File: src/hw/rtl/tksd_pkg.sv
// Package: types, action codes and byte constants for the key sequence decoder.
`timescale 1ns / 1ps

package tksd_pkg;

  localparam int SEQ_DEPTH_DEF = 8;
  localparam logic [15:0] ESC_TIMEOUT_RST = 16'd50;

  typedef enum logic [1:0] {
    PH_NORMAL = 2'd0,
    PH_ESC    = 2'd1,
    PH_SEQ    = 2'd2
  } phase_t;

  typedef enum logic [4:0] {
    ACT_NONE      = 5'd0,
    ACT_INSERT    = 5'd1,
    ACT_BACKSPACE = 5'd2,
    ACT_ENTER     = 5'd3,
    ACT_COMPLETE  = 5'd4,
    ACT_HOME      = 5'd5,
    ACT_LEFT      = 5'd6,
    ACT_RIGHT     = 5'd7,
    ACT_END       = 5'd8,
    ACT_INTERRUPT = 5'd9,
    ACT_KILLEND   = 5'd10,
    ACT_CLEAR     = 5'd11,
    ACT_KILLHOME  = 5'd12,
    ACT_DELWORD   = 5'd13,
    ACT_HISTUP    = 5'd14,
    ACT_HISTDOWN  = 5'd15,
    ACT_DELETE    = 5'd16,
    ACT_SEARCH    = 5'd17
  } action_t;

  localparam logic [7:0] CH_NUL   = 8'h00;
  localparam logic [7:0] CH_CTRLA = 8'h01;
  localparam logic [7:0] CH_CTRLB = 8'h02;
  localparam logic [7:0] CH_CTRLC = 8'h03;
  localparam logic [7:0] CH_CTRLE = 8'h05;
  localparam logic [7:0] CH_CTRLF = 8'h06;
  localparam logic [7:0] CH_BS    = 8'h08;
  localparam logic [7:0] CH_TAB   = 8'h09;
  localparam logic [7:0] CH_LF    = 8'h0A;
  localparam logic [7:0] CH_CTRLK = 8'h0B;
  localparam logic [7:0] CH_CTRLL = 8'h0C;
  localparam logic [7:0] CH_CR    = 8'h0D;
  localparam logic [7:0] CH_CTRLR = 8'h12;
  localparam logic [7:0] CH_CTRLU = 8'h15;
  localparam logic [7:0] CH_CTRLW = 8'h17;
  localparam logic [7:0] CH_CTRLZ = 8'h1A;
  localparam logic [7:0] CH_ESC   = 8'h1B;
  localparam logic [7:0] CH_SPACE = 8'h20;
  localparam logic [7:0] CH_THREE = 8'h33;
  localparam logic [7:0] CH_UA    = 8'h41;
  localparam logic [7:0] CH_UB    = 8'h42;
  localparam logic [7:0] CH_UC    = 8'h43;
  localparam logic [7:0] CH_UD    = 8'h44;
  localparam logic [7:0] CH_UF    = 8'h46;
  localparam logic [7:0] CH_UH    = 8'h48;
  localparam logic [7:0] CH_UO    = 8'h4F;
  localparam logic [7:0] CH_UZ    = 8'h5A;
  localparam logic [7:0] CH_LBRK  = 8'h5B;
  localparam logic [7:0] CH_LA    = 8'h61;
  localparam logic [7:0] CH_LZ    = 8'h7A;
  localparam logic [7:0] CH_TILDE = 8'h7E;
  localparam logic [7:0] CH_DEL   = 8'h7F;

  // Ctrl letter actions, other control bytes give none.
  function automatic action_t ctrl_action(input logic [7:0] b);
    action_t a;
    unique case (b)
      CH_CTRLA: a = ACT_HOME;
      CH_CTRLB: a = ACT_LEFT;
      CH_CTRLC: a = ACT_INTERRUPT;
      CH_CTRLE: a = ACT_END;
      CH_CTRLF: a = ACT_RIGHT;
      CH_CTRLK: a = ACT_KILLEND;
      CH_CTRLL: a = ACT_CLEAR;
      CH_CTRLR: a = ACT_SEARCH;
      CH_CTRLU: a = ACT_KILLHOME;
      CH_CTRLW: a = ACT_DELWORD;
      default:  a = ACT_NONE;
    endcase
    return a;
  endfunction

  // Final byte of "ESC [ x".
  function automatic action_t csi_action(input logic [7:0] b);
    action_t a;
    unique case (b)
      CH_UA:   a = ACT_HISTUP;
      CH_UB:   a = ACT_HISTDOWN;
      CH_UC:   a = ACT_RIGHT;
      CH_UD:   a = ACT_LEFT;
      CH_UH:   a = ACT_HOME;
      CH_UF:   a = ACT_END;
      default: a = ACT_NONE;
    endcase
    return a;
  endfunction

endpackage

File: src/hw/rtl/terminal_key_sequence_decoder.sv
// Top level: console byte stream to line-editing key action decoder.
`timescale 1ns / 1ps

// Takes one transaction per cycle on the input stream: tuser = 0 carries a
// received byte, tuser = 1 a millisecond tick. Each byte yields one action
// transaction in the next cycle; ticks yield none and only advance the escape
// timer. The whole decode sits between the input handshake and a single
// output register; input stalls only while the output register is full and
// not taken. The user must write the timeout register through the cfg_
// channel only while idle; the block itself does not enforce it.
module terminal_key_sequence_decoder #(
  parameter int SEQ_DEPTH = tksd_pkg::SEQ_DEPTH_DEF
) (
  input  logic        clk,
  input  logic        rst_n,

  input  logic        cfg_valid,
  output logic        cfg_ready,
  input  logic [15:0] cfg_data,   // esc_timeout_ticks

  input  logic        in_tvalid,
  output logic        in_tready,
  input  logic [7:0]  in_tdata,   // [7:0] byte_value
  input  logic        in_tuser,   // [0] mode

  output logic        out_tvalid,
  input  logic        out_tready,
  output logic [15:0] out_tdata   // [4:0] action, [12:5] key_char, [15:13] zero
);

  import tksd_pkg::*;

  localparam int LEN_W = $clog2(SEQ_DEPTH + 1);
  localparam int KEEP  = 3;  // decode looks at the first three bytes only

  phase_t             phase_r, phase_nxt;
  logic [LEN_W-1:0]   len_r, len_nxt;
  logic [15:0]        elapsed_r, elapsed_nxt;
  logic [15:0]        timeout_r;
  logic [7:0]         seq_r [KEEP];
  logic               seq_we;
  logic [1:0]         seq_idx;

  logic               out_valid_r;
  action_t            act_r, act_nxt;
  logic [7:0]         char_r, char_nxt;

  logic               in_fire;
  logic               byte_fire;
  logic [7:0]         b;
  phase_t             phase_eff;
  logic               not_full;
  logic               is_final;
  logic [7:0]         b1, b2;

  assign cfg_ready  = 1'b1;
  assign in_tready  = !out_valid_r || out_tready;
  assign in_fire    = in_tvalid && in_tready;
  assign byte_fire  = in_fire && !in_tuser;
  assign b          = in_tdata;
  assign out_tvalid = out_valid_r;
  assign out_tdata  = {3'b000, char_r, act_r};

  assign not_full = len_r < LEN_W'(SEQ_DEPTH);
  assign is_final = (b >= CH_UA && b <= CH_UZ) || (b >= CH_LA && b <= CH_LZ) ||
                    (b == CH_TILDE);
  assign b1 = (len_r == LEN_W'(1)) ? b : seq_r[1];
  assign b2 = (len_r == LEN_W'(2)) ? b : seq_r[2];

  always_comb begin
    phase_eff = phase_r;
    if ((phase_r == PH_ESC || phase_r == PH_SEQ) && elapsed_r > timeout_r) begin
      phase_eff = PH_NORMAL;
    end
  end

  always_comb begin
    phase_nxt   = phase_r;
    len_nxt     = len_r;
    elapsed_nxt = elapsed_r;
    act_nxt     = ACT_NONE;
    char_nxt    = CH_NUL;
    seq_we      = 1'b0;
    seq_idx     = len_r[1:0];
    if (in_fire && in_tuser) begin
      if (elapsed_r != 16'hFFFF) begin
        elapsed_nxt = elapsed_r + 16'd1;
      end
    end else if (byte_fire) begin
      unique case (phase_eff)
        PH_ESC: begin
          if (b == CH_LBRK || b == CH_UO) begin
            seq_we      = not_full && (len_r < LEN_W'(KEEP));
            len_nxt     = not_full ? len_r + LEN_W'(1) : len_r;
            phase_nxt   = PH_SEQ;
            elapsed_nxt = 16'd0;
          end else begin
            phase_nxt = PH_NORMAL;
          end
        end
        PH_SEQ: begin
          seq_we  = not_full && (len_r < LEN_W'(KEEP));
          len_nxt = not_full ? len_r + LEN_W'(1) : len_r;
          if (is_final) begin
            phase_nxt = PH_NORMAL;
            if (not_full && len_r == LEN_W'(1)) begin
              if (seq_r[0] == CH_LBRK) begin
                act_nxt = csi_action(b1);
              end else if (seq_r[0] == CH_UO && b1 == CH_UH) begin
                act_nxt = ACT_HOME;
              end else if (seq_r[0] == CH_UO && b1 == CH_UF) begin
                act_nxt = ACT_END;
              end
            end else if (not_full && len_r == LEN_W'(2)) begin
              if (seq_r[0] == CH_LBRK && b1 == CH_THREE && b2 == CH_TILDE) begin
                act_nxt = ACT_DELETE;
              end
            end
          end
        end
        default: begin
          phase_nxt = PH_NORMAL;
          if (b == CH_ESC) begin
            phase_nxt   = PH_ESC;
            len_nxt     = '0;
            elapsed_nxt = 16'd0;
          end else if (b == CH_TAB) begin
            act_nxt = ACT_COMPLETE;
          end else if (b == CH_CR || b == CH_LF) begin
            act_nxt = ACT_ENTER;
          end else if (b == CH_DEL || b == CH_BS) begin
            act_nxt = ACT_BACKSPACE;
          end else if (b >= CH_CTRLA && b <= CH_CTRLZ) begin
            act_nxt = ctrl_action(b);
          end else if (b >= CH_SPACE && b <= CH_TILDE) begin
            act_nxt  = ACT_INSERT;
            char_nxt = b;
          end
        end
      endcase
    end
  end

  always_ff @(posedge clk) begin
    if (!rst_n) begin
      phase_r     <= PH_NORMAL;
      len_r       <= '0;
      elapsed_r   <= 16'd0;
      timeout_r   <= ESC_TIMEOUT_RST;
      out_valid_r <= 1'b0;
    end else begin
      phase_r   <= phase_nxt;
      len_r     <= len_nxt;
      elapsed_r <= elapsed_nxt;
      if (cfg_valid && cfg_ready) begin
        timeout_r <= cfg_data;
      end
      if (byte_fire) begin
        out_valid_r <= 1'b1;
      end else if (out_tready) begin
        out_valid_r <= 1'b0;
      end
    end
  end

  always_ff @(posedge clk) begin
    if (byte_fire) begin
      act_r  <= act_nxt;
      char_r <= char_nxt;
    end
    if (seq_we) begin
      seq_r[seq_idx] <= b;
    end
  end

endmodule

File: config.mk
export PLATFORM = sky130hd
export DESIGN_NAME = terminal_key_sequence_decoder
export DESIGN_NICKNAME = d
export VERILOG_FILES = /design/src/hw/rtl/tksd_pkg.sv /design/src/hw/rtl/terminal_key_sequence_decoder.sv
export SDC_FILE = /design/constraint.sdc
export NUM_CORES = 1
export LEC_CHECK = 0
export BUFFER_PORTS_ARGS = -buffer_cell sky130_fd_sc_hd__clkbuf_2
export CELL_PAD_IN_SITES_DETAIL_PLACEMENT = 0
export CELL_PAD_IN_SITES_GLOBAL_PLACEMENT = 2
export CORE_ASPECT_RATIO = 1.25
export CORE_MARGIN = 5
export CORE_UTILIZATION = 33
export CTS_CLUSTER_SIZE = 25
export DETAILED_ROUTE_END_ITERATION = 8
export PLACE_DENSITY_LB_ADDON = 0.3
export SKIP_LAST_GASP = 1
export SYNTH_ARGS = -nofsm -noshare
export SYNTH_HDL_FRONTEND = slang
export SYNTH_SLANG_ARGS = --single-unit
export TNS_END_PERCENT = 10
File: constraint.sdc
create_clock -name clk -period 3.3 [get_ports clk]
set_clock_uncertainty 0.2 [all_clocks]
set_input_delay 0.33 -clock clk [delete_from_list [all_inputs] [get_ports clk]]
set_output_delay 0.33 -clock clk [all_outputs]
set_load 0.02 [all_outputs]
Word level (Yosys, flattened, before mapping)
Memories as Yosys holds them, arrays and structs flattened.
Index checks and enable logic that the tools add are counted.
Storage, ports and cells
  memories kept: 2
  memory bits (writable): 24
  bits of input ports: 30
  register bits after elaboration: 52
  memory bits (read-only): 160
  logic and storage cells: 129
  output and inout port bits: 19
Cells by class
  mux-type cells: 41
  add/sub/neg operators: 2
  bitwise operators: 2
  reduce and logical (&&, ||, !) cells: 33
  equal/unequal tests: 31
  $lt $le $gt $ge: 11
Memory list
  (no name shown): depth 32, bits a word 5, read ports 1, clocked after memory_dff 0, wr ports 0, line tksd_pkg.sv:72  | unique case (b)
  seq_r: depth 3, bits a word 8, read ports 3, clocked after memory_dff 0, wr ports 1, line terminal_key_sequence_decoder.sv:40  | logic [7:0] seq_r [KEEP];
Operator list (count)
  8-bit by 7-bit == test with 1-bit output (second input constant): 13
  16-bit two-way mux: 5
  5-bit two-way mux: 11
  8-bit by 4-bit == test with 1-bit output (second input constant): 4
  16-bit one-hot mux with 2 select lines: 1
  8-bit by 7-bit less-or-equal comparator with 1-bit output (second input constant): 3
  4-bit one-hot mux with 6 select lines: 1
  4-bit two-way mux: 5
  16-bit by 1-bit adder with 16-bit output (second input constant): 1
  8-bit by 7-bit greater-or-equal comparator with 1-bit output (second input constant): 2
  16-bit > comparator: 1
  8-bit two-way mux: 2
  16-bit inequality test (second input constant): 1
  1-bit logical AND: 15
  5-bit one-hot mux with 2 select lines: 1
  1-bit two-way mux: 9
  9-bit OR reduction: 1
  8-bit by 5-bit == test with 1-bit output (second input constant): 1
  8-bit by 6-bit == test with 1-bit output (second input constant): 1
  8-bit by 1-bit greater-or-equal comparator with 1-bit output (second input constant): 1
  8-bit by 6-bit greater-or-equal comparator with 1-bit output (second input constant): 1
  8-bit by 5-bit less-or-equal comparator with 1-bit output (second input constant): 1
  4-bit one-hot mux with 2 select lines: 1
  1-bit logical OR: 7
  other kinds (21): 31

Depth between registers and ports, before layout
Gate-level depths: netlist of run 1.
  depth after elaboration: 10
  mapped depth: 16
  mapped depth without buffers: 15

Least setup slack after synthesis of run 1
No wires, ideal clock.
  path type: register to register
  start point: register elapsed_r[1]
  end point: register elapsed_r[13]
  buffers on the path: 0
  period minus slack after synthesis: 3.632 ns
  arrival time: 3.309 ns
  required time: 2.977 ns
  stages on the path, launching flop included: 13
  setup slack: -0.332 ns
  setup time: 0.123 ns
  cells stage by stage: dfxtp_1 ha_1 a21oi_1 o21ai_1 a221o_1 nor3_1 o31ai_1 ha_1 or4_4 a211o_1 a21oi_2 nand3_1 mux2_1
On the way
  word-level cells in the longest chain between the ends: 7
  elaborated cells on any way between the ends: 16
  those cells by class: add/sub: 1; order compare: 1; eq/ne: 6; mux: 5; reduce/logical: 3
RTL lines
  start: declaration: line terminal_key_sequence_decoder.sv:38  | logic [15:0] elapsed_r, elapsed_nxt;
  start signal: assignment: line terminal_key_sequence_decoder.sv:154  | elapsed_r <= elapsed_nxt;
  16-bit > comparator: line terminal_key_sequence_decoder.sv:72  | if ((phase_r == PH_ESC || phase_r == PH_SEQ) && elapsed_r > timeout_r) begin
  1-bit logical AND: line terminal_key_sequence_decoder.sv:72
  2-bit two-way mux: line terminal_key_sequence_decoder.sv:72
  2-bit == test / 2-bit by 1-bit == test with 1-bit output (equally long branches): line terminal_key_sequence_decoder.sv:90  | unique case (phase_eff)
  16-bit one-hot mux with 2 select lines: line terminal_key_sequence_decoder.sv:90
  16-bit two-way mux: line terminal_key_sequence_decoder.sv:89  | end else if (byte_fire) begin
  16-bit two-way mux: line terminal_key_sequence_decoder.sv:85  | if (in_fire && in_tuser) begin
Several ways; a longest one is shown, not always the timed one. The select of a mux whose other input is x is not followed.
A chain may end at the register's enable or synchronous reset.

Worst setup path after layout of run 1
Same ends and word-level chain as after synthesis.

==> impl_metrics.tcl, run 1 <==
set metrics [dict create \
    status "finished, violations left" \
    violations "negative setup slack" \
    area_growth_pct 34.1 \
    cts_num_sinks 68 \
    synthArstFlopShare_pct 0 \
    fill_cells 1215 \
    via_count 3789 \
    worst_path_max_delay_cell "a211o_4" \
    insertion_delay_ns 0.34 \
    synth_ff_type "dfxtp_1" \
    min_path_cells 3 \
    wl_per_cell_microns 16.1 \
    grt_pass1_wl_mm 19.6 \
    die-area_sq_um 15200 \
    tns_ns -3.64 \
    dp_hpwl_mm 8.99 \
    critPathArrivalTime_ns 3.59 \
    grt_max_degree 32 \
    grt_pass1_vias 3900 \
    ys_seq_elements 68 \
    start_kind "flop" \
    fin_util_pct 44.9 \
    path_depth 13 \
    rr_startpoint "elapsed_r[1]" \
    rsz0062_at_grt "true" \
    seq_area_frac_synth_pct 39.1 \
    n_antenna_cell 0 \
    slew_headroom_pct 43.2 \
    layout_min_cycle_time_ns 3.57 \
    drive_gt1_share_pct 31.4 \
    fmax_mhz 280 \
    routed_wl_mm 11.8 \
    htreeDepth 3 \
    reg2regPathDepth 13 \
    critPathLaunch "elapsed_r[1]" \
    crit_chain "ha_4 > a21oi_1 > o21ai_1 > a221o_1 > nor3_4 > o31a_1 > ha_2 > nand4b_1 > or3_4 > a211o_4 > a21oi_2 > nand3_1 > mux2_4" \
    clk_pin_slew_ns 0.06 \
    core_sq_um 12600 \
    die_y_microns 136 \
    initial_core_util_pct 33.5 \
    slew_violations 0 \
    path_buf_inv 0 \
    layout_commonest_cell "buf_4" \
    max_stage_delay_ns 0.40 \
    dr.pass1.iters 4 \
    tightestPinTransition_ns 0.849 \
    hp-start "cfg_data[1]" \
    ir_worst_vdd_mv 0.264 \
    crit_type "reg2reg" \
    rows 46 \
    ios 49 \
    cellPowerDensity_nw_per_um2 405 \
    grt_usage_pct 16.1 \
    fin_nets 620 \
    finalCritPeriodShare_pct 108 \
    cts_root_buffer "clkbuf_16" \
    gp_congestion 0.859 \
    netlist_instances 463 \
    hold_buffers 0 \
    cts_tree "done" \
    synth_cell_types 63 \
    cts_buffer_depth 2 \
    yosysWarnings 0 \
    worstSetupEndpointType "flop" \
    design_area_sq_um 5660 \
    grt-ovfl-total 0 \
    worstHoldPathType "in2reg" \
    port_buffers 44 \
    cp.required_ns 3.32 \
    syn_area_sq_um 4220 \
    ant_nets 0 \
    numCtsBuffers 9 \
    pre_cts_slack_ns -0.551 \
    p_leak_nw 2.21 \
    syn_area_per_cell_sq_um 9.12 \
    antenna_found_initial 0 \
    drcViolationCount 0 \
    chipWidth_microns 111 \
    path_delay_family "compound AO/OA/AOI/OAI gates" \
    layout_setup_ws_ns -0.269 \
    drt_iter0_drc 151 \
    maxCapViolCount 0 \
    finalHoldViolations 0 \
    place_area_sq_um 5020 \
    final_cell_mix "buf_4 (60), clkbuf_2 (44), nand2_1 (33), nor2_1 (33), edfxtp_1 (29)" \
    synth_edf_count 29 \
    viasPerCell 5.16 \
    setup_viol 20 \
    path_max_fanout 8 \
]
==> per-layer routing <==
layer  GRT usage, %  part of all wire, %  vias to the layer above
met5              0                    0                        -
met1           16.7                   39                     1785
li1               -                    -                     1880
met4           6.96                  3.3                        0
met3           3.38                  4.0                       24
met2           31.1                   54                      100
==> where the power goes <==
group | internal, mW | switching (mW)
registers | 0.901 | 0.00909
logic | 0.105 | 0.151
clock network | 0.740 | 0.386
==> cells in the mapped netlist (all sizes together), types with 5 or more instances <==
| master | number | area [sq um] |
|---|---|---|
| dfxtp | 39 | 781 |
| nand4 | 12 | 75.1 |
| nor3 | 11 | 55.1 |
| mux2i | 18 | 180 |
| nand4b | 5 | 43.8 |
| ha | 29 | 363 |
| nor2b | 16 | 100 |
| nand2b | 6 | 37.5 |
| buf | 9 | 58.8 |
| and2 | 12 | 75.1 |
| a211oi | 10 | 110 |
| inv | 30 | 113 |
| nor2 | 33 | 124 |
| xnor2 | 13 | 114 |
| clkbuf | 15 | 56.3 |
| nand2 | 33 | 124 |
| a21oi | 30 | 154 |
| nand3 | 21 | 105 |
| edfxtp | 29 | 871 |
| o211ai | 7 | 52.6 |
| and3 | 10 | 62.6 |
| nor4 | 5 | 31.3 |
| o21ai | 13 | 65.1 |
==> state kept, by name, summed over array words and instances, names as in the netlist <==
register,count
elapsed_r,16
seq_r,16
timeout_r,16
char_r,8
act_r,5
len_r,4
phase_r,2
out_tvalid,1
==> layout make-up <==
| cell class | count | area, sq um | share of cell area (%) |
|---|---|---|---|
| clock buffers | 10 | 229 | 4.05 |
| repair buffers | 108 | 724 | 12.8 |
| multi-input cells | 344 | 2610 | 46.1 |
| flip-flops and latches | 68 | 1670 | 29.4 |
| clock inverters | 6 | 111 | 1.97 |
| well taps | 168 | 210 | 3.71 |
| inverters | 30 | 113 | 1.99 |
==> worst min-delay path, cell delays in order <==
cell	delay [ns]
clkbuf_2	0.08
nand2_1	0.04
o211ai_1	0.06
==> kinds of logic (layout without fill, tap and decap cells) <==
logic type,after synthesis,count (layout),synth area share (%)
AOI/OAI and AO/OA,98,98,16.4
xor gates and xnor gates,14,14,2.90
muxes,20,20,4.80
buffers and inverters,54,154,5.39
other,2,5,0.178
DFF,68,68,39.1
and+or+nand+nor,178,178,22.6
adders and majority gates,29,29,8.60
==> path summary, 6_finish.rpt <==
path                    to  slack, ns
min reg2reg   timeout_r[6]       0.32
max          elapsed_r[13]      -0.27
max reg2reg  elapsed_r[13]      -0.27
min           timeout_r[1]      0.009
==> what timing repair did <==
item | in CTS | in global routing
endpoints found under the setup margin | 37 | 45
pin swaps | 29 | 4
gates cloned | 0 | 0
gates resized for setup | 38 | 11
buffers inserted | 4 | 1
==> per-stage QoR <==
| stage | cells | power, mW | hold slack, ns |
|---|---|---|---|
| floorplan | 466 | 1.07 | 0.229 |
| global placement | 713 | 1.16 | 0.301 |
| detailed placement | 713 | 1.16 | 0.310 |
| CTS | 733 | 2.31 | 0.00783 |
| global route | 734 | 2.38 | 0.0428 |
| finish | 734 | 2.29 | 0.00948 |
No activity file was read; power rests on OpenSTA's default activity.
==> inputs of run 2 (changes only) <==
--- a/config.mk
+++ b/config.mk
@@ -5,6 +5,7 @@
 export SDC_FILE = /design/constraint.sdc
 export NUM_CORES = 1
 export LEC_CHECK = 0
+export ABC_CLOCK_PERIOD_IN_PS = 3300
 export BUFFER_PORTS_ARGS = -buffer_cell sky130_fd_sc_hd__clkbuf_2
 export CELL_PAD_IN_SITES_DETAIL_PLACEMENT = 0
 export CELL_PAD_IN_SITES_GLOBAL_PLACEMENT = 2
@@ -13,6 +14,7 @@
 export CORE_UTILIZATION = 33
 export CTS_CLUSTER_SIZE = 25
 export DETAILED_ROUTE_END_ITERATION = 8
+export MAX_ROUTING_LAYER = met4
 export PLACE_DENSITY_LB_ADDON = 0.3
 export SKIP_LAST_GASP = 1
 export SYNTH_ARGS = -nofsm -noshare
==> impl_metrics.tcl, run 2 (synthesis gave the netlist of run 1 again) <==
set metrics [dict create \
    status "finished, violations left" \
    violations "negative setup slack" \
    die-area_sq_um 15200 \
    internal-power_mw 1.75 \
    worstSetupEndpointType "flop" \
    pre_cts_slack_ns -0.544 \
    drcViolationCount 0 \
    critPathArrivalTime_ns 3.67 \
    antenna_found_initial 0 \
    grt_max_degree 32 \
    routed_wl_mm 12.1 \
    port_buffers 44 \
    drive_gt1_share_pct 33.2 \
    finalHoldViolations 0 \
    cts_buffer_depth 2 \
    viasPerCell 5.16 \
    dr.pass1.iters 5 \
    cts_tree "done" \
    wl_per_cell_microns 16.4 \
    grt_usage_pct 16.8 \
    start_kind "flop" \
    gp_congestion 0.866 \
    fill_cells 1200 \
    crit_chain "inv_1 > ha_4 > nand4_1 > nor3_1 > a221o_1 > nor3_4 > buf_4 > o31ai_4 > ha_2 > nand4b_1 > or3_4 > a211o_4 > buf_6 > a211oi_2 > xnor2_1 > nor2_1" \
    setup_viol 37 \
    numCtsBuffers 9 \
    cp.required_ns 3.32 \
    place_area_sq_um 5030 \
    area_growth_pct 35.6 \
    drt_iter0_drc 186 \
    grt_pass1_wl_mm 19.7 \
    fin_util_pct 45.4 \
    design_area_sq_um 5730 \
    path_max_fanout 5 \
    ant_nets 0 \
    insertion_delay_ns 0.34 \
    layout_min_cycle_time_ns 3.65 \
    multi_input_area_sq_um 2640 \
    fin_nets 626 \
    tightestPinTransition_ns 0.894 \
    grt-ovfl-total 0 \
    n_antenna_cell 0 \
    htreeDepth 3 \
    gr-usage-met1_pct 16.8 \
    chipWidth_microns 111 \
    slew_violations 0 \
    grt.met3_usage_pct 2.89 \
    power_frac_seq_pct 39.9 \
    cts_root_buffer "clkbuf_16" \
    fmax_mhz 274 \
    path_buf_inv 3 \
    swShare_pct 23.5 \
    maxCapViolCount 0 \
    rsz0062_at_grt "true" \
    dp_hpwl_mm 9.09 \
    ir_worst_vdd_mv 0.272 \
    ios 49 \
    layout_commonest_cell "buf_4" \
    grt_util_met2_pct 31.9 \
    cellPowerDensity_nw_per_um2 399 \
    layout_setup_ws_ns -0.350 \
    top_regs "elapsed_r (16), seq_r (16), timeout_r (16)" \
    hold_buffers 0 \
    path_delay_family "compound AO/OA/AOI/OAI gates" \
    initial_core_util_pct 33.5 \
    top_usage_layer "met2" \
    via_count 3818 \
    worstHoldPathType "in2reg" \
    pwr-share-comb_pct 11.3 \
    cts_num_sinks 68 \
    grt_pass1_vias 3879 \
    p_leak_nw 2.23 \
    seqCellArea_sq_um 1670 \
    slew_headroom_pct 40.2 \
    final_cell_mix "buf_4 (67), clkbuf_2 (44), nand2_1 (33), nor2_1 (33), edfxtp_1 (29)" \
    max_stage_delay_ns 0.40 \
    power_switching_uw 537 \
    die_y_microns 136 \
    crit_type "reg2reg" \
    worst_path_max_delay_cell "a211o_4" \
    clk_pin_slew_ns 0.06 \
    core_sq_um 12600 \
    rows 46 \
    pwr-share-clk_pct 48.8 \
    finalCritPeriodShare_pct 111 \
]
## run 2: cell type report
class | count | area share, %
Clock buffer | 10 | 4.00
Tap cell | 168 | 3.67
Multi-Input combinational cell | 345 | 46.0
Inverter | 30 | 1.97
Timing Repair Buffer | 113 | 13.2
Sequential cell | 68 | 29.2
Clock inverter | 6 | 1.94
## run 2: metrics by stage
step	hold slack [ns]	power (mW)	TNS, ns	std cells
final	0.0143	2.28	-5.37	740
after global routing	0.0272	2.37	-11.83	740
after CTS	0.00305	2.31	-3.18	737
after detailed placement	0.307	1.17	-8.39	714
after global placement	0.301	1.16	-6.22	714
after floorplan	0.229	1.07	-2.17	466
## run 2: power by group through the flow
| stage | clock (mW) | sequential (mW) | combinational (mW) |
|---|---|---|---|
| after global routing | 1.18 | 0.913 | 0.281 |
| after floorplan | 0 | 0.937 | 0.129 |
| final | 1.11 | 0.910 | 0.258 |
| after CTS | 1.14 | 0.910 | 0.255 |
| after global placement | 0 | 0.926 | 0.238 |
| after detailed placement | 0 | 0.926 | 0.239 |
## run 2: path summary, 6_finish.rpt
check	start	endpoint	slack [ns]	depth (start not counted)
hold / removal	cfg_data[1]	timeout_r[1]	0.01	3
hold reg to reg	timeout_r[7]	timeout_r[7]	0.31	2
setup reg to reg	timeout_r[13]	elapsed_r[4]	-0.35	16
setup / recovery	timeout_r[13]	elapsed_r[4]	-0.35	16
## run 2: worst min-delay path, cell delays in order
cell	delay, ns
clkbuf_2	0.07
nand2_1	0.04
o211ai_1	0.06
## run 2: timing repair
| action | CTS | global route |
|---|---|---|
| endpoints found under the setup margin | 37 | 46 |
| pin swaps | 32 | 15 |
| buffers inserted | 6 | 3 |
| gates resized for setup | 40 | 15 |
| gates cloned | 1 | 0 |
| hold endpoints to repair | 0 | 0 |
## run 2: metal layers
metal | vias up | share of wire [%]
met1 | 1800 | 39
met4 | 0 | 2.5
li1 | 1896 | -
met3 | 20 | 4.1
met2 | 102 | 55
met5 | - | 0
==> inputs of run 3 (changes only) <==
--- a/config.mk
+++ b/config.mk
@@ -8,10 +8,10 @@
 export ABC_CLOCK_PERIOD_IN_PS = 3300
 export BUFFER_PORTS_ARGS = -buffer_cell sky130_fd_sc_hd__clkbuf_2
 export CELL_PAD_IN_SITES_DETAIL_PLACEMENT = 0
-export CELL_PAD_IN_SITES_GLOBAL_PLACEMENT = 2
+export CELL_PAD_IN_SITES_GLOBAL_PLACEMENT = 1
 export CORE_ASPECT_RATIO = 1.25
 export CORE_MARGIN = 5
-export CORE_UTILIZATION = 33
+export CORE_UTILIZATION = 40
 export CTS_CLUSTER_SIZE = 25
 export DETAILED_ROUTE_END_ITERATION = 8
 export MAX_ROUTING_LAYER = met4
==> impl_metrics.tcl, run 3 (synthesis gave the netlist of run 1 again) <==
set metrics [dict create \
    multi_input_area_sq_um 2620 \
    status "finished, violations left" \
    critPathLaunch "timeout_r[1]" \
    pre_cts_slack_ns -0.489 \
    top_regs "elapsed_r (16), seq_r (16), timeout_r (16)" \
    die-area_sq_um 12700 \
    cp.required_ns 3.33 \
    clk_pin_slew_ns 0.06 \
    min_path_cells 3 \
    finalCritPeriodShare_pct 108 \
    routed_wl_mm 11.5 \
    swShare_pct 23.7 \
    p_total_mw 2.28 \
    pwr-share-clk_pct 48.9 \
    htreeDepth 3 \
    chipWidth_microns 102 \
    grt_pass1_wl_mm 18.9 \
    area_growth_pct 34.1 \
    initial_core_util_pct 40.4 \
    hold_buffers 0 \
    via_count 3805 \
    seqCellArea_sq_um 1670 \
    worstHoldPathType "in2reg" \
    cts_root_buffer "clkbuf_16" \
    wl_per_cell_microns 16.5 \
    internal-power_mw 1.74 \
    start_kind "flop" \
    grt-ovfl-total 0 \
    pwr-share-comb_pct 11.3 \
    drive_gt1_share_pct 32.0 \
    slew_headroom_pct 62.9 \
    critPathArrivalTime_ns 3.58 \
    port_buffers 44 \
    drcViolationCount 0 \
    core_sq_um 10500 \
    ant_nets 0 \
    fill_cells 948 \
    p_leak_nw 2.22 \
    holdWs_ns 0.00409 \
    reg2regPathDepth 15 \
    final_cells 700 \
    grt_usage_pct 19.4 \
    place_area_sq_um 5020 \
    drt_iter0_drc 142 \
    rsz0062_at_grt "true" \
    design_area_sq_um 5660 \
    n_antenna_cell 0 \
    fin_nets 622 \
    cts_tree "done" \
    antenna_found_initial 0 \
    dp_hpwl_mm 8.65 \
    layout_min_cycle_time_ns 3.55 \
    ios 49 \
    layout_commonest_cell "buf_4" \
    worstSetupEndpointType "flop" \
    finalHoldViolations 0 \
    viasPerCell 5.44 \
    power_switching_uw 541 \
    hp-start "cfg_data[5]" \
    gp_congestion 0.894 \
    cellPowerDensity_nw_per_um2 404 \
    violations "negative setup slack" \
    power_frac_seq_pct 39.8 \
    grt_max_degree 32 \
    die_y_microns 125 \
    maxCapViolCount 0 \
    cts_num_sinks 68 \
    dp_cells 681 \
    setup_viol 18 \
    final_cell_mix "buf_4 (61), clkbuf_2 (44), nand2_1 (33), nor2_1 (33), edfxtp_1 (29)" \
    insertion_delay_ns 0.34 \
    dr.pass1.iters 6 \
    rows 42 \
    slew_violations 0 \
    tightestPinTransition_ns 0.556 \
    cts_buffer_depth 2 \
    rr_startpoint "timeout_r[1]" \
    grt_pass1_vias 3884 \
    layout_setup_ws_ns -0.254 \
    path_max_fanout 6 \
    ir_worst_vdd_mv 0.279 \
    crit_type "reg2reg" \
    numCtsBuffers 9 \
    fmax_mhz 281 \
]
## run 3: cell types whose count changed in the layout (fill, tap and decap cells not counted), sizes merged
cell / delta
buf: -3
a211o: -1
inv: -1
clkinv: +2
clkbuf: -1
## run 3: per-stage QoR
step                      util (%)  setup TNS [ns]
final                         54.1           -3.40
after global routing          54.1           -9.31
after CTS                     53.5           -3.50
after detailed placement      48.0           -8.49
after global placement        48.0           -6.14
after floorplan                  -           -2.17
## run 3: critical path, stage by stage (launching register included)
cell	delay, ns
dfxtp_1	0.32
inv_2	0.05
ha_4	0.21
a21oi_1	0.15
o21ai_1	0.09
a221o_1	0.39
nor3_4	0.21
o31a_1	0.20
ha_2	0.20
nand4b_1	0.09
or3_4	0.39
a211o_4	0.38
buf_6	0.14
a211oi_4	0.20
xnor2_1	0.16
nor2_1	0.06
## run 3: power groups by stage
stage	logic [mW]	registers [mW]	clock network, mW
floorplan	0.129	0.937	0
global placement	0.233	0.925	0
detailed placement	0.235	0.926	0
CTS	0.255	0.910	1.13
global route	0.283	0.912	1.16
finish	0.258	0.909	1.12
## run 3: per-layer routing
metal  GRT usage (%)  up-vias  share of wire, %
li1                -     1887                 -
met1            20.3     1791                38
met2            34.9       99                54
met3            2.24       28               3.9
met4            10.2        0               3.5
met5               -        -                 0
## run 3: final timing paths
path             endpoint  slack [ns]
max          elapsed_r[3]       -0.25
min          timeout_r[5]       0.004
max reg2reg  elapsed_r[3]       -0.25
min reg2reg  timeout_r[6]        0.31
## run 3: layout make-up
cell class | count | share of cell area (%)
clock buffers | 9 | 3.98
clock inverters | 7 | 2.03
inverters | 30 | 1.99
multi-input cells | 344 | 46.2
flip-flops and latches | 68 | 29.6
well taps | 132 | 2.92
repair buffers | 110 | 13.3
## run 3: repair_timing
item,4_1_cts,5_1_grt
endpoints found under the setup margin,37,46
setup buffers,3,0
resized for setup,45,8
pin swaps,35,2
